[src/hw/rtl/dxt_pkg.sv]
// shared types, constants and palette helpers for the dxt block decoder
// no dependencies
package dxt_pkg;

  localparam int MAX_ROW_BLOCKS_DEF    = 1024;
  localparam int MAX_COLUMN_BLOCKS_DEF = 1024;

  localparam int CFG_INDEX_W = 4;
  localparam int CFG_DATA_W  = 11;
  localparam int BPR_W       = 11;
  localparam int CNT_W       = 13;
  localparam int COORD_W     = 12;

  localparam logic [CFG_INDEX_W-1:0] REG_FORMAT_MODE    = CFG_INDEX_W'(0);
  localparam logic [CFG_INDEX_W-1:0] REG_BLOCKS_PER_ROW = CFG_INDEX_W'(1);

  localparam logic FMT_DXT1 = 1'b0;
  localparam logic FMT_DXT5 = 1'b1;

  localparam int QUEUE_DEPTH = 2;
  localparam int QPTR_W      = (QUEUE_DEPTH > 1) ? $clog2(QUEUE_DEPTH) : 1;
  localparam int QCNT_W      = $clog2(QUEUE_DEPTH + 1);

  localparam logic [7:0] ALPHA_OPAQUE = 8'd255;

  // channel order: 0 red, 1 green, 2 blue, 3 alpha
  typedef logic [2:0][7:0] rgb_t;
  typedef logic [3:0][3:0][7:0] pal_t;
  typedef logic [7:0][7:0] apal_t;

  typedef struct packed {
    pal_t                pal;
    apal_t               apal;
    logic [31:0]         csel;
    logic [47:0]         asel;
    logic                dxt5;
    logic                last;
    logic [COORD_W-1:0]  base_x;
    logic [COORD_W-1:0]  base_y;
  } block_t;

  function automatic rgb_t expand565(input logic [15:0] c);
    rgb_t e;
    e[0] = {c[15:11], c[15:13]};
    e[1] = {c[10:5], c[10:9]};
    e[2] = {c[4:0], c[4:2]};
    return e;
  endfunction

  // reciprocal multiply, exact for n <= 765
  function automatic logic [7:0] div3(input logic [9:0] n);
    logic [20:0] p;
    p = 21'(n) * 21'(683);
    return p[18:11];
  endfunction

  // reciprocal multiply, exact for n <= 1275
  function automatic logic [7:0] div5(input logic [10:0] n);
    logic [23:0] p;
    p = 24'(n) * 24'(1639);
    return p[20:13];
  endfunction

  // reciprocal multiply, exact for n <= 1785
  function automatic logic [7:0] div7(input logic [10:0] n);
    logic [24:0] p;
    p = 25'(n) * 25'(2341);
    return p[21:14];
  endfunction

endpackage

[src/hw/rtl/dxt_if.sv]
// channel interfaces of the dxt block decoder: config writes, blocks, pixels
// depends on dxt_pkg
interface dxt_cfg_if;
  logic                            valid;
  logic                            ready;
  logic [dxt_pkg::CFG_INDEX_W-1:0] index;
  logic [dxt_pkg::CFG_DATA_W-1:0]  data;
  modport source (output valid, index, data, input ready);
  modport sink   (input valid, index, data, output ready);
endinterface

interface dxt_block_if;
  logic        valid;
  logic        ready;
  logic [15:0] color_endpoint_a;
  logic [15:0] color_endpoint_b;
  logic [31:0] color_selectors;
  logic [7:0]  alpha_endpoint_a;
  logic [7:0]  alpha_endpoint_b;
  logic [47:0] alpha_selectors;
  logic        final_block;
  modport source (output valid, color_endpoint_a, color_endpoint_b, color_selectors,
                  alpha_endpoint_a, alpha_endpoint_b, alpha_selectors, final_block,
                  input ready);
  modport sink   (input valid, color_endpoint_a, color_endpoint_b, color_selectors,
                  alpha_endpoint_a, alpha_endpoint_b, alpha_selectors, final_block,
                  output ready);
endinterface

interface dxt_pixel_if;
  logic                        valid;
  logic                        ready;
  logic [7:0]                  red;
  logic [7:0]                  green;
  logic [7:0]                  blue;
  logic [7:0]                  alpha;
  logic [dxt_pkg::COORD_W-1:0] pixel_x;
  logic [dxt_pkg::COORD_W-1:0] pixel_y;
  logic                        block_done;
  logic                        image_done;
  modport source (output valid, red, green, blue, alpha, pixel_x, pixel_y,
                  block_done, image_done, input ready);
  modport sink   (input valid, red, green, blue, alpha, pixel_x, pixel_y,
                  block_done, image_done, output ready);
endinterface

[src/hw/rtl/dxt_front.sv]
// front end: config registers, block placement counters, palette build
// depends on dxt_pkg and dxt_if
module dxt_front #(
  parameter int MAX_ROW_BLOCKS    = dxt_pkg::MAX_ROW_BLOCKS_DEF,
  parameter int MAX_COLUMN_BLOCKS = dxt_pkg::MAX_COLUMN_BLOCKS_DEF
) (
  input  logic             clk,
  input  logic             rst,
  dxt_cfg_if.sink          cfg,
  dxt_block_if.sink        blocks,
  output logic             q_push,
  output dxt_pkg::block_t  q_data,
  input  logic             q_ready
);

  localparam int CW = (MAX_ROW_BLOCKS > 1) ? $clog2(MAX_ROW_BLOCKS) : 1;
  localparam int RW = (MAX_COLUMN_BLOCKS > 1) ? $clog2(MAX_COLUMN_BLOCKS) : 1;
  localparam int CNT_W = dxt_pkg::CNT_W;

  logic                      format_mode;
  logic [dxt_pkg::BPR_W-1:0] blocks_per_row;
  logic [CW-1:0]             block_column;
  logic [RW-1:0]             block_row;

  // first stage: endpoints, numerators and placement of the block
  logic                        s1_valid;
  dxt_pkg::rgb_t               s1_e0;
  dxt_pkg::rgb_t               s1_e1;
  logic [2:0][9:0]             s1_cn2;
  logic [2:0][9:0]             s1_cn3;
  logic                        s1_four;
  logic [7:0][10:0]            s1_anum;
  logic                        s1_seven;
  logic [7:0]                  s1_a0;
  logic [7:0]                  s1_a1;
  logic [31:0]                 s1_csel;
  logic [47:0]                 s1_asel;
  logic                        s1_dxt5;
  logic                        s1_last;
  logic [dxt_pkg::COORD_W-1:0] s1_base_x;
  logic [dxt_pkg::COORD_W-1:0] s1_base_y;

  logic             accept;
  logic [CNT_W-1:0] row_width;
  logic [CNT_W-1:0] col_inc;
  logic [CNT_W-1:0] row_inc;
  logic [13:0]      x_wide;
  logic [13:0]      y_wide;

  dxt_pkg::rgb_t    e0;
  dxt_pkg::rgb_t    e1;
  logic             four;
  logic             seven;
  logic [2:0][9:0]  cn2;
  logic [2:0][9:0]  cn3;
  logic [7:0][10:0] anum;

  assign cfg.ready    = 1'b1;
  assign blocks.ready = !s1_valid || q_ready;
  assign accept       = blocks.valid && blocks.ready;
  assign q_push       = s1_valid;

  always_ff @(posedge clk) begin
    if (rst) begin
      format_mode    <= dxt_pkg::FMT_DXT1;
      blocks_per_row <= dxt_pkg::BPR_W'(1);
    end else if (cfg.valid) begin
      case (cfg.index)
        dxt_pkg::REG_FORMAT_MODE:    format_mode    <= cfg.data[0];
        dxt_pkg::REG_BLOCKS_PER_ROW: blocks_per_row <= cfg.data[dxt_pkg::BPR_W-1:0];
        default: ;
      endcase
    end
  end

  // effective row width: zero acts as one, clamp at the bound
  always_comb begin
    if (blocks_per_row == '0) begin
      row_width = CNT_W'(1);
    end else if (CNT_W'(blocks_per_row) > CNT_W'(MAX_ROW_BLOCKS)) begin
      row_width = CNT_W'(MAX_ROW_BLOCKS);
    end else begin
      row_width = CNT_W'(blocks_per_row);
    end
    col_inc = CNT_W'(block_column) + CNT_W'(1);
    row_inc = CNT_W'(block_row) + CNT_W'(1);
    x_wide  = 14'(block_column) << 2;
    y_wide  = 14'(block_row) << 2;
  end

  always_ff @(posedge clk) begin
    if (rst) begin
      block_column <= '0;
      block_row    <= '0;
    end else if (accept) begin
      if (blocks.final_block) begin
        block_column <= '0;
        block_row    <= '0;
      end else if (col_inc >= row_width) begin
        block_column <= '0;
        if (row_inc >= CNT_W'(MAX_COLUMN_BLOCKS)) begin
          block_row <= '0;
        end else begin
          block_row <= row_inc[RW-1:0];
        end
      end else begin
        block_column <= col_inc[CW-1:0];
      end
    end
  end

  // numerators of the interpolated entries
  always_comb begin
    e0    = dxt_pkg::expand565(blocks.color_endpoint_a);
    e1    = dxt_pkg::expand565(blocks.color_endpoint_b);
    four  = (format_mode == dxt_pkg::FMT_DXT5) ||
            (blocks.color_endpoint_a > blocks.color_endpoint_b);
    seven = blocks.alpha_endpoint_a > blocks.alpha_endpoint_b;
    for (int ch = 0; ch < 3; ch++) begin
      if (four) begin
        cn2[ch] = {1'b0, e0[ch], 1'b0} + 10'(e1[ch]);
        cn3[ch] = 10'(e0[ch]) + {1'b0, e1[ch], 1'b0};
      end else begin
        cn2[ch] = 10'(e0[ch]) + 10'(e1[ch]);
        cn3[ch] = '0;
      end
    end
    anum = '0;
    for (int k = 2; k < 8; k++) begin
      if (seven) begin
        anum[k] = 11'(8 - k) * 11'(blocks.alpha_endpoint_a) +
                  11'(k - 1) * 11'(blocks.alpha_endpoint_b);
      end else if (k < 6) begin
        anum[k] = 11'(6 - k) * 11'(blocks.alpha_endpoint_a) +
                  11'(k - 1) * 11'(blocks.alpha_endpoint_b);
      end
    end
  end

  always_ff @(posedge clk) begin
    if (rst) begin
      s1_valid <= 1'b0;
    end else if (accept) begin
      s1_valid <= 1'b1;
    end else if (q_ready) begin
      s1_valid <= 1'b0;
    end
  end

  always_ff @(posedge clk) begin
    if (accept) begin
      s1_e0     <= e0;
      s1_e1     <= e1;
      s1_cn2    <= cn2;
      s1_cn3    <= cn3;
      s1_four   <= four;
      s1_anum   <= anum;
      s1_seven  <= seven;
      s1_a0     <= blocks.alpha_endpoint_a;
      s1_a1     <= blocks.alpha_endpoint_b;
      s1_csel   <= blocks.color_selectors;
      s1_asel   <= blocks.alpha_selectors;
      s1_dxt5   <= format_mode;
      s1_last   <= blocks.final_block;
      s1_base_x <= x_wide[dxt_pkg::COORD_W-1:0];
      s1_base_y <= y_wide[dxt_pkg::COORD_W-1:0];
    end
  end

  // second half: divide the numerators and pack the queue entry
  always_comb begin
    q_data        = '0;
    q_data.csel   = s1_csel;
    q_data.asel   = s1_asel;
    q_data.dxt5   = s1_dxt5;
    q_data.last   = s1_last;
    q_data.base_x = s1_base_x;
    q_data.base_y = s1_base_y;
    for (int ch = 0; ch < 3; ch++) begin
      q_data.pal[0][ch] = s1_e0[ch];
      q_data.pal[1][ch] = s1_e1[ch];
      q_data.pal[2][ch] = s1_four ? dxt_pkg::div3(s1_cn2[ch]) : s1_cn2[ch][8:1];
      q_data.pal[3][ch] = s1_four ? dxt_pkg::div3(s1_cn3[ch]) : 8'd0;
    end
    q_data.pal[0][3] = dxt_pkg::ALPHA_OPAQUE;
    q_data.pal[1][3] = dxt_pkg::ALPHA_OPAQUE;
    q_data.pal[2][3] = dxt_pkg::ALPHA_OPAQUE;
    q_data.pal[3][3] = s1_four ? dxt_pkg::ALPHA_OPAQUE : 8'd0;
    q_data.apal[0] = s1_a0;
    q_data.apal[1] = s1_a1;
    for (int k = 2; k < 8; k++) begin
      if (s1_seven) begin
        q_data.apal[k] = dxt_pkg::div7(s1_anum[k]);
      end else if (k < 6) begin
        q_data.apal[k] = dxt_pkg::div5(s1_anum[k]);
      end else if (k == 6) begin
        q_data.apal[k] = 8'd0;
      end else begin
        q_data.apal[k] = dxt_pkg::ALPHA_OPAQUE;
      end
    end
  end

endmodule

[src/hw/rtl/dxt_queue.sv]
// short register queue of decoded block palettes between front and back
// depends on dxt_pkg
module dxt_queue (
  input  logic            clk,
  input  logic            rst,
  input  logic            push,
  input  dxt_pkg::block_t push_data,
  output logic            push_ready,
  input  logic            pop,
  output logic            pop_valid,
  output dxt_pkg::block_t pop_data
);

  localparam int DEPTH  = dxt_pkg::QUEUE_DEPTH;
  localparam int PTR_W  = dxt_pkg::QPTR_W;
  localparam int CNT_W  = dxt_pkg::QCNT_W;

  dxt_pkg::block_t  entries [DEPTH];
  logic [PTR_W-1:0] wr_ptr;
  logic [PTR_W-1:0] rd_ptr;
  logic [CNT_W-1:0] count;
  logic             do_push;
  logic             do_pop;

  assign push_ready = count != CNT_W'(DEPTH);
  assign pop_valid  = count != '0;
  assign pop_data   = entries[rd_ptr];
  assign do_push    = push && push_ready;
  assign do_pop     = pop && pop_valid;

  always_ff @(posedge clk) begin
    if (rst) begin
      wr_ptr <= '0;
      rd_ptr <= '0;
      count  <= '0;
    end else begin
      if (do_push) begin
        wr_ptr <= (wr_ptr == PTR_W'(DEPTH - 1)) ? '0 : wr_ptr + PTR_W'(1);
      end
      if (do_pop) begin
        rd_ptr <= (rd_ptr == PTR_W'(DEPTH - 1)) ? '0 : rd_ptr + PTR_W'(1);
      end
      if (do_push && !do_pop) begin
        count <= count + CNT_W'(1);
      end else if (do_pop && !do_push) begin
        count <= count - CNT_W'(1);
      end
    end
  end

  always_ff @(posedge clk) begin
    if (do_push) begin
      entries[wr_ptr] <= push_data;
    end
  end

endmodule

[src/hw/rtl/dxt_back.sv]
// back end: walks the 16 pixels of a block and drives the pixel output register
// depends on dxt_pkg and dxt_if
module dxt_back (
  input  logic            clk,
  input  logic            rst,
  input  logic            q_valid,
  input  dxt_pkg::block_t q_data,
  output logic            q_pop,
  dxt_pixel_if.source     pixels
);

  logic                        busy;
  logic [3:0]                  pix_cnt;
  dxt_pkg::pal_t               pal;
  dxt_pkg::apal_t              apal;
  logic [31:0]                 csel;
  logic [47:0]                 asel;
  logic                        dxt5;
  logic                        last;
  logic [dxt_pkg::COORD_W-1:0] base_x;
  logic [dxt_pkg::COORD_W-1:0] base_y;

  logic issue;
  logic load;
  logic last_pix;

  assign last_pix = pix_cnt == 4'd15;
  assign issue    = busy && (!pixels.valid || pixels.ready);
  assign load     = !busy || (issue && last_pix);
  assign q_pop    = load && q_valid;

  always_ff @(posedge clk) begin
    if (rst) begin
      busy         <= 1'b0;
      pix_cnt      <= '0;
      pixels.valid <= 1'b0;
    end else begin
      if (issue) begin
        pixels.valid <= 1'b1;
      end else if (pixels.ready) begin
        pixels.valid <= 1'b0;
      end
      if (load) begin
        busy    <= q_valid;
        pix_cnt <= '0;
      end else if (issue) begin
        pix_cnt <= pix_cnt + 4'd1;
      end
    end
  end

  // selectors shift down one pixel per issue
  always_ff @(posedge clk) begin
    if (q_pop) begin
      pal    <= q_data.pal;
      apal   <= q_data.apal;
      csel   <= q_data.csel;
      asel   <= q_data.asel;
      dxt5   <= q_data.dxt5;
      last   <= q_data.last;
      base_x <= q_data.base_x;
      base_y <= q_data.base_y;
    end else if (issue) begin
      csel <= csel >> 2;
      asel <= asel >> 3;
    end
  end

  always_ff @(posedge clk) begin
    if (issue) begin
      pixels.red        <= pal[csel[1:0]][0];
      pixels.green      <= pal[csel[1:0]][1];
      pixels.blue       <= pal[csel[1:0]][2];
      pixels.alpha      <= dxt5 ? apal[asel[2:0]] : pal[csel[1:0]][3];
      pixels.pixel_x    <= {base_x[dxt_pkg::COORD_W-1:2], pix_cnt[1:0]};
      pixels.pixel_y    <= {base_y[dxt_pkg::COORD_W-1:2], pix_cnt[3:2]};
      pixels.block_done <= last_pix;
      pixels.image_done <= last_pix && last;
    end
  end

endmodule

[src/hw/rtl/dxt_texture_block_decoder_top.sv]
// dxt1 / dxt5 texture block decoder, top level
// depends on dxt_pkg, dxt_if, dxt_front, dxt_queue, dxt_back
//
// channels: cfg takes register writes (index 0 format_mode, 1 blocks_per_row),
// always ready; blocks takes one compressed 4x4 block per transaction; pixels
// gives 16 transactions per block in raster order, each with its image x, y.
// blocks are placed left to right by a column counter that wraps at the
// effective row width; final_block sends both counters back to zero.
// path: a block goes through the front end's stage register, a queue entry
// and the back end's block registers to reach the pixel output register.
// throughput: one pixel per cycle while the pixel receiver is ready and the
// queue holds a block, set by the single pixel output register of the back
// end; the front end builds the next palette while the back end emits the
// current one, with a two-entry queue in between.
// reset (rst, synchronous): counters, queue and output valid clear,
// format_mode returns to dxt1, blocks_per_row to 1.
// when the pixel receiver stalls, the output holds, the queue fills and then
// blocks.ready drops; nothing is lost.
module dxt_texture_block_decoder_top #(
  parameter int MAX_ROW_BLOCKS    = dxt_pkg::MAX_ROW_BLOCKS_DEF,
  parameter int MAX_COLUMN_BLOCKS = dxt_pkg::MAX_COLUMN_BLOCKS_DEF
) (
  input  logic        clk,
  input  logic        rst,
  dxt_cfg_if.sink     cfg,
  dxt_block_if.sink   blocks,
  dxt_pixel_if.source pixels
);

  logic            f_push;
  logic            f_ready;
  dxt_pkg::block_t f_data;
  logic            q_valid;
  logic            q_pop;
  dxt_pkg::block_t q_data;

  dxt_front #(
    .MAX_ROW_BLOCKS    (MAX_ROW_BLOCKS),
    .MAX_COLUMN_BLOCKS (MAX_COLUMN_BLOCKS)
  ) u_front (
    .clk     (clk),
    .rst     (rst),
    .cfg     (cfg),
    .blocks  (blocks),
    .q_push  (f_push),
    .q_data  (f_data),
    .q_ready (f_ready)
  );

  dxt_queue u_queue (
    .clk        (clk),
    .rst        (rst),
    .push       (f_push),
    .push_data  (f_data),
    .push_ready (f_ready),
    .pop        (q_pop),
    .pop_valid  (q_valid),
    .pop_data   (q_data)
  );

  dxt_back u_back (
    .clk     (clk),
    .rst     (rst),
    .q_valid (q_valid),
    .q_data  (q_data),
    .q_pop   (q_pop),
    .pixels  (pixels)
  );

endmodule

[src/flat_wrapper.sv]
// flat-port wrapper written by rule: the top's interface ports become plain ports
module dxt_texture_block_decoder_top_flat 
#(
  parameter int MAX_ROW_BLOCKS    = dxt_pkg::MAX_ROW_BLOCKS_DEF,
  parameter int MAX_COLUMN_BLOCKS = dxt_pkg::MAX_COLUMN_BLOCKS_DEF
)
  (clk, rst, cfg_valid, cfg_index, cfg_data, cfg_ready, blocks_valid, blocks_color_endpoint_a, blocks_color_endpoint_b, blocks_color_selectors, blocks_alpha_endpoint_a, blocks_alpha_endpoint_b, blocks_alpha_selectors, blocks_final_block, blocks_ready, pixels_valid, pixels_red, pixels_green, pixels_blue, pixels_alpha, pixels_pixel_x, pixels_pixel_y, pixels_block_done, pixels_image_done, pixels_ready);
  dxt_cfg_if cfg_i ();
  dxt_block_if blocks_i ();
  dxt_pixel_if pixels_i ();
  input  logic clk;
  input  logic rst;
  input wire logic [$bits(cfg_i.valid)-1:0] cfg_valid;
  input wire logic [$bits(cfg_i.index)-1:0] cfg_index;
  input wire logic [$bits(cfg_i.data)-1:0] cfg_data;
  output wire logic [$bits(cfg_i.ready)-1:0] cfg_ready;
  input wire logic [$bits(blocks_i.valid)-1:0] blocks_valid;
  input wire logic [$bits(blocks_i.color_endpoint_a)-1:0] blocks_color_endpoint_a;
  input wire logic [$bits(blocks_i.color_endpoint_b)-1:0] blocks_color_endpoint_b;
  input wire logic [$bits(blocks_i.color_selectors)-1:0] blocks_color_selectors;
  input wire logic [$bits(blocks_i.alpha_endpoint_a)-1:0] blocks_alpha_endpoint_a;
  input wire logic [$bits(blocks_i.alpha_endpoint_b)-1:0] blocks_alpha_endpoint_b;
  input wire logic [$bits(blocks_i.alpha_selectors)-1:0] blocks_alpha_selectors;
  input wire logic [$bits(blocks_i.final_block)-1:0] blocks_final_block;
  output wire logic [$bits(blocks_i.ready)-1:0] blocks_ready;
  output wire logic [$bits(pixels_i.valid)-1:0] pixels_valid;
  output wire logic [$bits(pixels_i.red)-1:0] pixels_red;
  output wire logic [$bits(pixels_i.green)-1:0] pixels_green;
  output wire logic [$bits(pixels_i.blue)-1:0] pixels_blue;
  output wire logic [$bits(pixels_i.alpha)-1:0] pixels_alpha;
  output wire logic [$bits(pixels_i.pixel_x)-1:0] pixels_pixel_x;
  output wire logic [$bits(pixels_i.pixel_y)-1:0] pixels_pixel_y;
  output wire logic [$bits(pixels_i.block_done)-1:0] pixels_block_done;
  output wire logic [$bits(pixels_i.image_done)-1:0] pixels_image_done;
  input wire logic [$bits(pixels_i.ready)-1:0] pixels_ready;
  assign cfg_i.valid = cfg_valid;
  assign cfg_i.index = cfg_index;
  assign cfg_i.data = cfg_data;
  assign cfg_ready = cfg_i.ready;
  assign blocks_i.valid = blocks_valid;
  assign blocks_i.color_endpoint_a = blocks_color_endpoint_a;
  assign blocks_i.color_endpoint_b = blocks_color_endpoint_b;
  assign blocks_i.color_selectors = blocks_color_selectors;
  assign blocks_i.alpha_endpoint_a = blocks_alpha_endpoint_a;
  assign blocks_i.alpha_endpoint_b = blocks_alpha_endpoint_b;
  assign blocks_i.alpha_selectors = blocks_alpha_selectors;
  assign blocks_i.final_block = blocks_final_block;
  assign blocks_ready = blocks_i.ready;
  assign pixels_valid = pixels_i.valid;
  assign pixels_red = pixels_i.red;
  assign pixels_green = pixels_i.green;
  assign pixels_blue = pixels_i.blue;
  assign pixels_alpha = pixels_i.alpha;
  assign pixels_pixel_x = pixels_i.pixel_x;
  assign pixels_pixel_y = pixels_i.pixel_y;
  assign pixels_block_done = pixels_i.block_done;
  assign pixels_image_done = pixels_i.image_done;
  assign pixels_i.ready = pixels_ready;
  dxt_texture_block_decoder_top #(.MAX_ROW_BLOCKS(MAX_ROW_BLOCKS), .MAX_COLUMN_BLOCKS(MAX_COLUMN_BLOCKS)) u_core (.clk(clk), .rst(rst), .cfg(cfg_i), .blocks(blocks_i), .pixels(pixels_i));
endmodule
[config.mk]
export PLATFORM = sky130hd
export DESIGN_NAME = dxt_texture_block_decoder_top_flat
export DESIGN_NICKNAME = d
export VERILOG_FILES = /design/src/hw/rtl/dxt_pkg.sv /design/src/hw/rtl/dxt_if.sv /design/src/hw/rtl/dxt_front.sv /design/src/hw/rtl/dxt_queue.sv /design/src/hw/rtl/dxt_back.sv /design/src/hw/rtl/dxt_texture_block_decoder_top.sv /design/src/flat_wrapper.sv
export SDC_FILE = /design/constraint.sdc
export NUM_CORES = 2
export LEC_CHECK = 0
export BUFFER_PORTS_ARGS = -buffer_cell sky130_fd_sc_hd__buf_2
export CAP_MARGIN = 20
export CORE_ASPECT_RATIO = 1.25
export CORE_MARGIN = 5
export CORE_UTILIZATION = 60
export DETAILED_ROUTE_END_ITERATION = 6
export HOLD_SLACK_MARGIN = 0.05
export PLACE_DENSITY = 0.83
export SYNTH_ARGS = -nofsm -noshare
export SYNTH_HDL_FRONTEND = slang
export SYNTH_SLANG_ARGS = --single-unit
[constraint.sdc]
create_clock -name clk -period 22.8 [get_ports clk]
set_input_delay 1.14 -clock clk [delete_from_list [all_inputs] [get_ports clk]]
set_output_delay 1.14 -clock clk [all_outputs]
set_load 0.1 [all_outputs]
==> reports/qor.yml <==
clock_network:
  cts_buffers: 104
  root_buffer: "clkbuf_16"
  cts_setup_buffers: 0
  cts_htree_levels: 3
  cts_resized: 0
  cts_buffer_depth: 3
  clkLatencyLatePin_ns: 0.74
  clkTransAtPathRegs_ns: 0.06
  cts_hold_buf: 0
  cts_tree: "yes"
  cts_sinks: 1117
logic_synthesis:
  synth_most_common_cell: "ha_1"
  synthTopCellsByCount: "ha_1, edfxtp_1, inv_1"
  async_flop_share_pct: 0
  synth.avg_cell_area_sq_um: 12.8
  syn_nets: 7426
  seq_area_frac_synth_pct: 45.2
  syn_area_sq_um: 73300
  synth_cells: 5727
  ys_types: 76
  synth_top_area_cell: "edfxtp_1"
  yosys_most_used_dff: "edfxtp_1"
  yosysWarnings: 0
  yosysTopAreaCellShare_pct: 44.0
  synthTopCellsByArea: "edfxtp_1, ha_1, fa_1"
  synth.ff_latch_count: 1117
  synth-edff-count: 1073
timing:
  tightest_slew_ns: 1.25
  fmax_ghz: 0.184
  min_period_over_period_pct: 23.8
  setup_viol: 0
  rsz0062_at_grt: "no"
  hold_viol_final: 0
  fin_crit_ns: 5.43
  slew_headroom_pct: 16.7
  tns_ns: 0
  finalMaxSlewViolations: 0
  finClkSkew_ns: 0.0766
worst_setup_path:
  reg2reg_depth: 19
  crit_slowest_cell: "edfxtp_1"
  required_ns: 23.18
  crit_path_max_fanout: 8
  path_cells: "ha_1 > ha_1 > inv_1 > fa_1 > inv_1 > fa_1 > inv_1 > fa_1 > inv_1 > ha_1 > nand2_1 > o21ai_0 > nand2_1 > a31oi_1 > o21ai_1 > o211a_1 > a21oi_1 > xnor2_1 > mux2i_1"
  path_common_cell: "inv_1"
  r2r_slack_ns: 17.37
  crit_type: "register to register"
  critPathMaxStageDelay_ns: 0.60
  cp-end-kind: "register"
  arrival_ns: 5.80
  cp-start-kind: "register"
min_path:
  hold_depth: 0
  hp-class: "register to register"
floorplan:
  die_x_microns: 323
  io_pins: 210
  die_h_microns: 401
  dieArea_sq_um: 129000
  start_util_pct: 60.3
  core_area_sq_um: 121000
  rows: 143
cells_and_area:
  final_nets: 7668
  drive_above_1_share_pct: 10.6
  final_util_pct: 65.8
  final_area_sq_um: 79900
  area_delta_synth_final_pct: 9.02
routing:
  drc: 0
  via_per_inst: 5.68
  drt-total-wl_microns: 151000
  antenna_left: 0
  vias: 43500
  drtIter0Drc: 2770
  wl_per_cell_microns: 19.7
  drtPass1Iterations: 5
grt:
  grt_remaining_overflow: 0
  grt_pass1_vias: 46600
  top_usage_layer: "met2"
  grt_first_pass_wirelength_microns: 242000
  met2_usage_pct: 42.2
  grt_max_degree: 174
  grtUsageMet1_pct: 29.4
  track_usage_pct: 23.5
  met3_usage_pct: 3.56
  antenna_found_initial: 22
placement:
  place_area_sq_um: 76200
  numPortBuffers: 208
  dp.final_hpwl_microns: 112000
  place_congestion: 0.904
status:
  run_status: "complete, no violations"
run:
  cap_viol_max_count: 0
==> cells in the final DEF (no fill, tap or decap), drive strengths merged, types with 17 or more instances in the layout <==
master / count
nor3: 57
mux2i: 130
nand3: 42
nand2: 203
buf: 236
and3: 25
o21ai: 204
fa: 380
mux2: 194
nand2b: 29
xor2: 78
o21bai: 49
o31ai: 22
nor2b: 49
and2: 17
nand4: 22
inv: 898
a21o: 69
edfxtp: 1073
xnor2: 202
nor2: 238
mux4: 24
a211oi: 29
ha: 1170
dfxtp: 44
a21oi: 228
clkbuf: 119
clkinv: 50
==> critical path, delay by kind of cell (launching register included) <==
family / cells / cell delay (ns)
simple gates: 2 / 0.16
fa+ha+maj: 6 / 2.61
xor+xnor: 1 / 0.14
mux: 1 / 0.13
buf+inv: 4 / 0.20
compound gates: 5 / 1.28
flops: 1 / 0.60
==> logic make-up (layout without fill, tap and decap cells) <==
group | Yosys count | count (layout) | synth area share (%)
mux | 348 | 348 | 5.49
other cells | 1 | 15 | 0.00512
compound gates | 705 | 705 | 5.89
flops | 1117 | 1117 | 45.2
simple gates | 735 | 735 | 4.68
fa+ha+maj | 1550 | 1550 | 30.3
buf+inv | 991 | 1320 | 5.08
xor+xnor | 280 | 280 | 3.35
==> path summary, 6_finish.rpt <==
kind | from | to
setup / recovery | u_core.u_front.s1_anum[59] | u_core.u_queue.entries[0][149]
hold / removal | u_core.u_front.q_data[179] | u_core.u_queue.entries[0][181]
setup reg to reg | u_core.u_front.s1_anum[59] | u_core.u_queue.entries[0][149]
hold reg to reg | u_core.u_front.q_data[179] | u_core.u_queue.entries[0][181]
==> metrics by stage <==
step	instances	hold slack (ns)	worst slack (ns)
global route	7655	0.421	17.09
global placement	7456	0.401	16.88
finish	7665	0.418	17.37
floorplan	5727	0.400	11.09
CTS	7649	0.414	17.37
detailed placement	7456	0.405	16.88
==> layout make-up <==
| class | count | area [sq um] |
|---|---|---|
| inverters | 891 | 3360 |
| repair buffers | 236 | 1300 |
| diodes | 14 | 35.0 |
| multi-input cells | 3619 | 36500 |
| fillers | 8530 | 41600 |
| flip-flops and latches | 1117 | 33100 |
| clock inverters | 74 | 917 |
| well taps | 1595 | 2000 |
| clock buffers | 119 | 2680 |
==> layer usage <==
layer  part of all wire [%]  wire, microns
met5                  0.084            126
met4                    3.2           4820
met3                    5.1           7620
met2                     51          77200
met1                     40          61000
==> flip-flops by register name (all words and copies together) (netlist names), 10 cells and up, named ones only <==
signal / flops
u_core.u_front.s1_csel: 32
u_core.u_back.asel: 48
u_core.u_back.base_x: 10
u_core.u_front.s1_base_x: 10
u_core.u_front.block_column: 10
u_core.u_back.apal: 64
u_core.u_back.csel: 32
u_core.u_front.s1_anum: 64
u_core.u_back.base_y: 10
u_core.u_back.pal: 81
u_core.u_front.block_row: 10
u_core.u_front.s1_base_y: 10
u_core.u_back.pixels.pixel_y: 12
u_core.u_front.blocks_per_row: 11
u_core.u_front.s1_asel: 48
u_core.u_back.pixels.pixel_x: 12
u_core.u_front.s1_cn2: 30
u_core.u_queue.entries: 494
u_core.u_front.q_data: 32
u_core.u_front.s1_cn3: 30
Power is not shown: default switching activity piles up to over one toggle a cycle in this logic, so the estimate is an artifact.
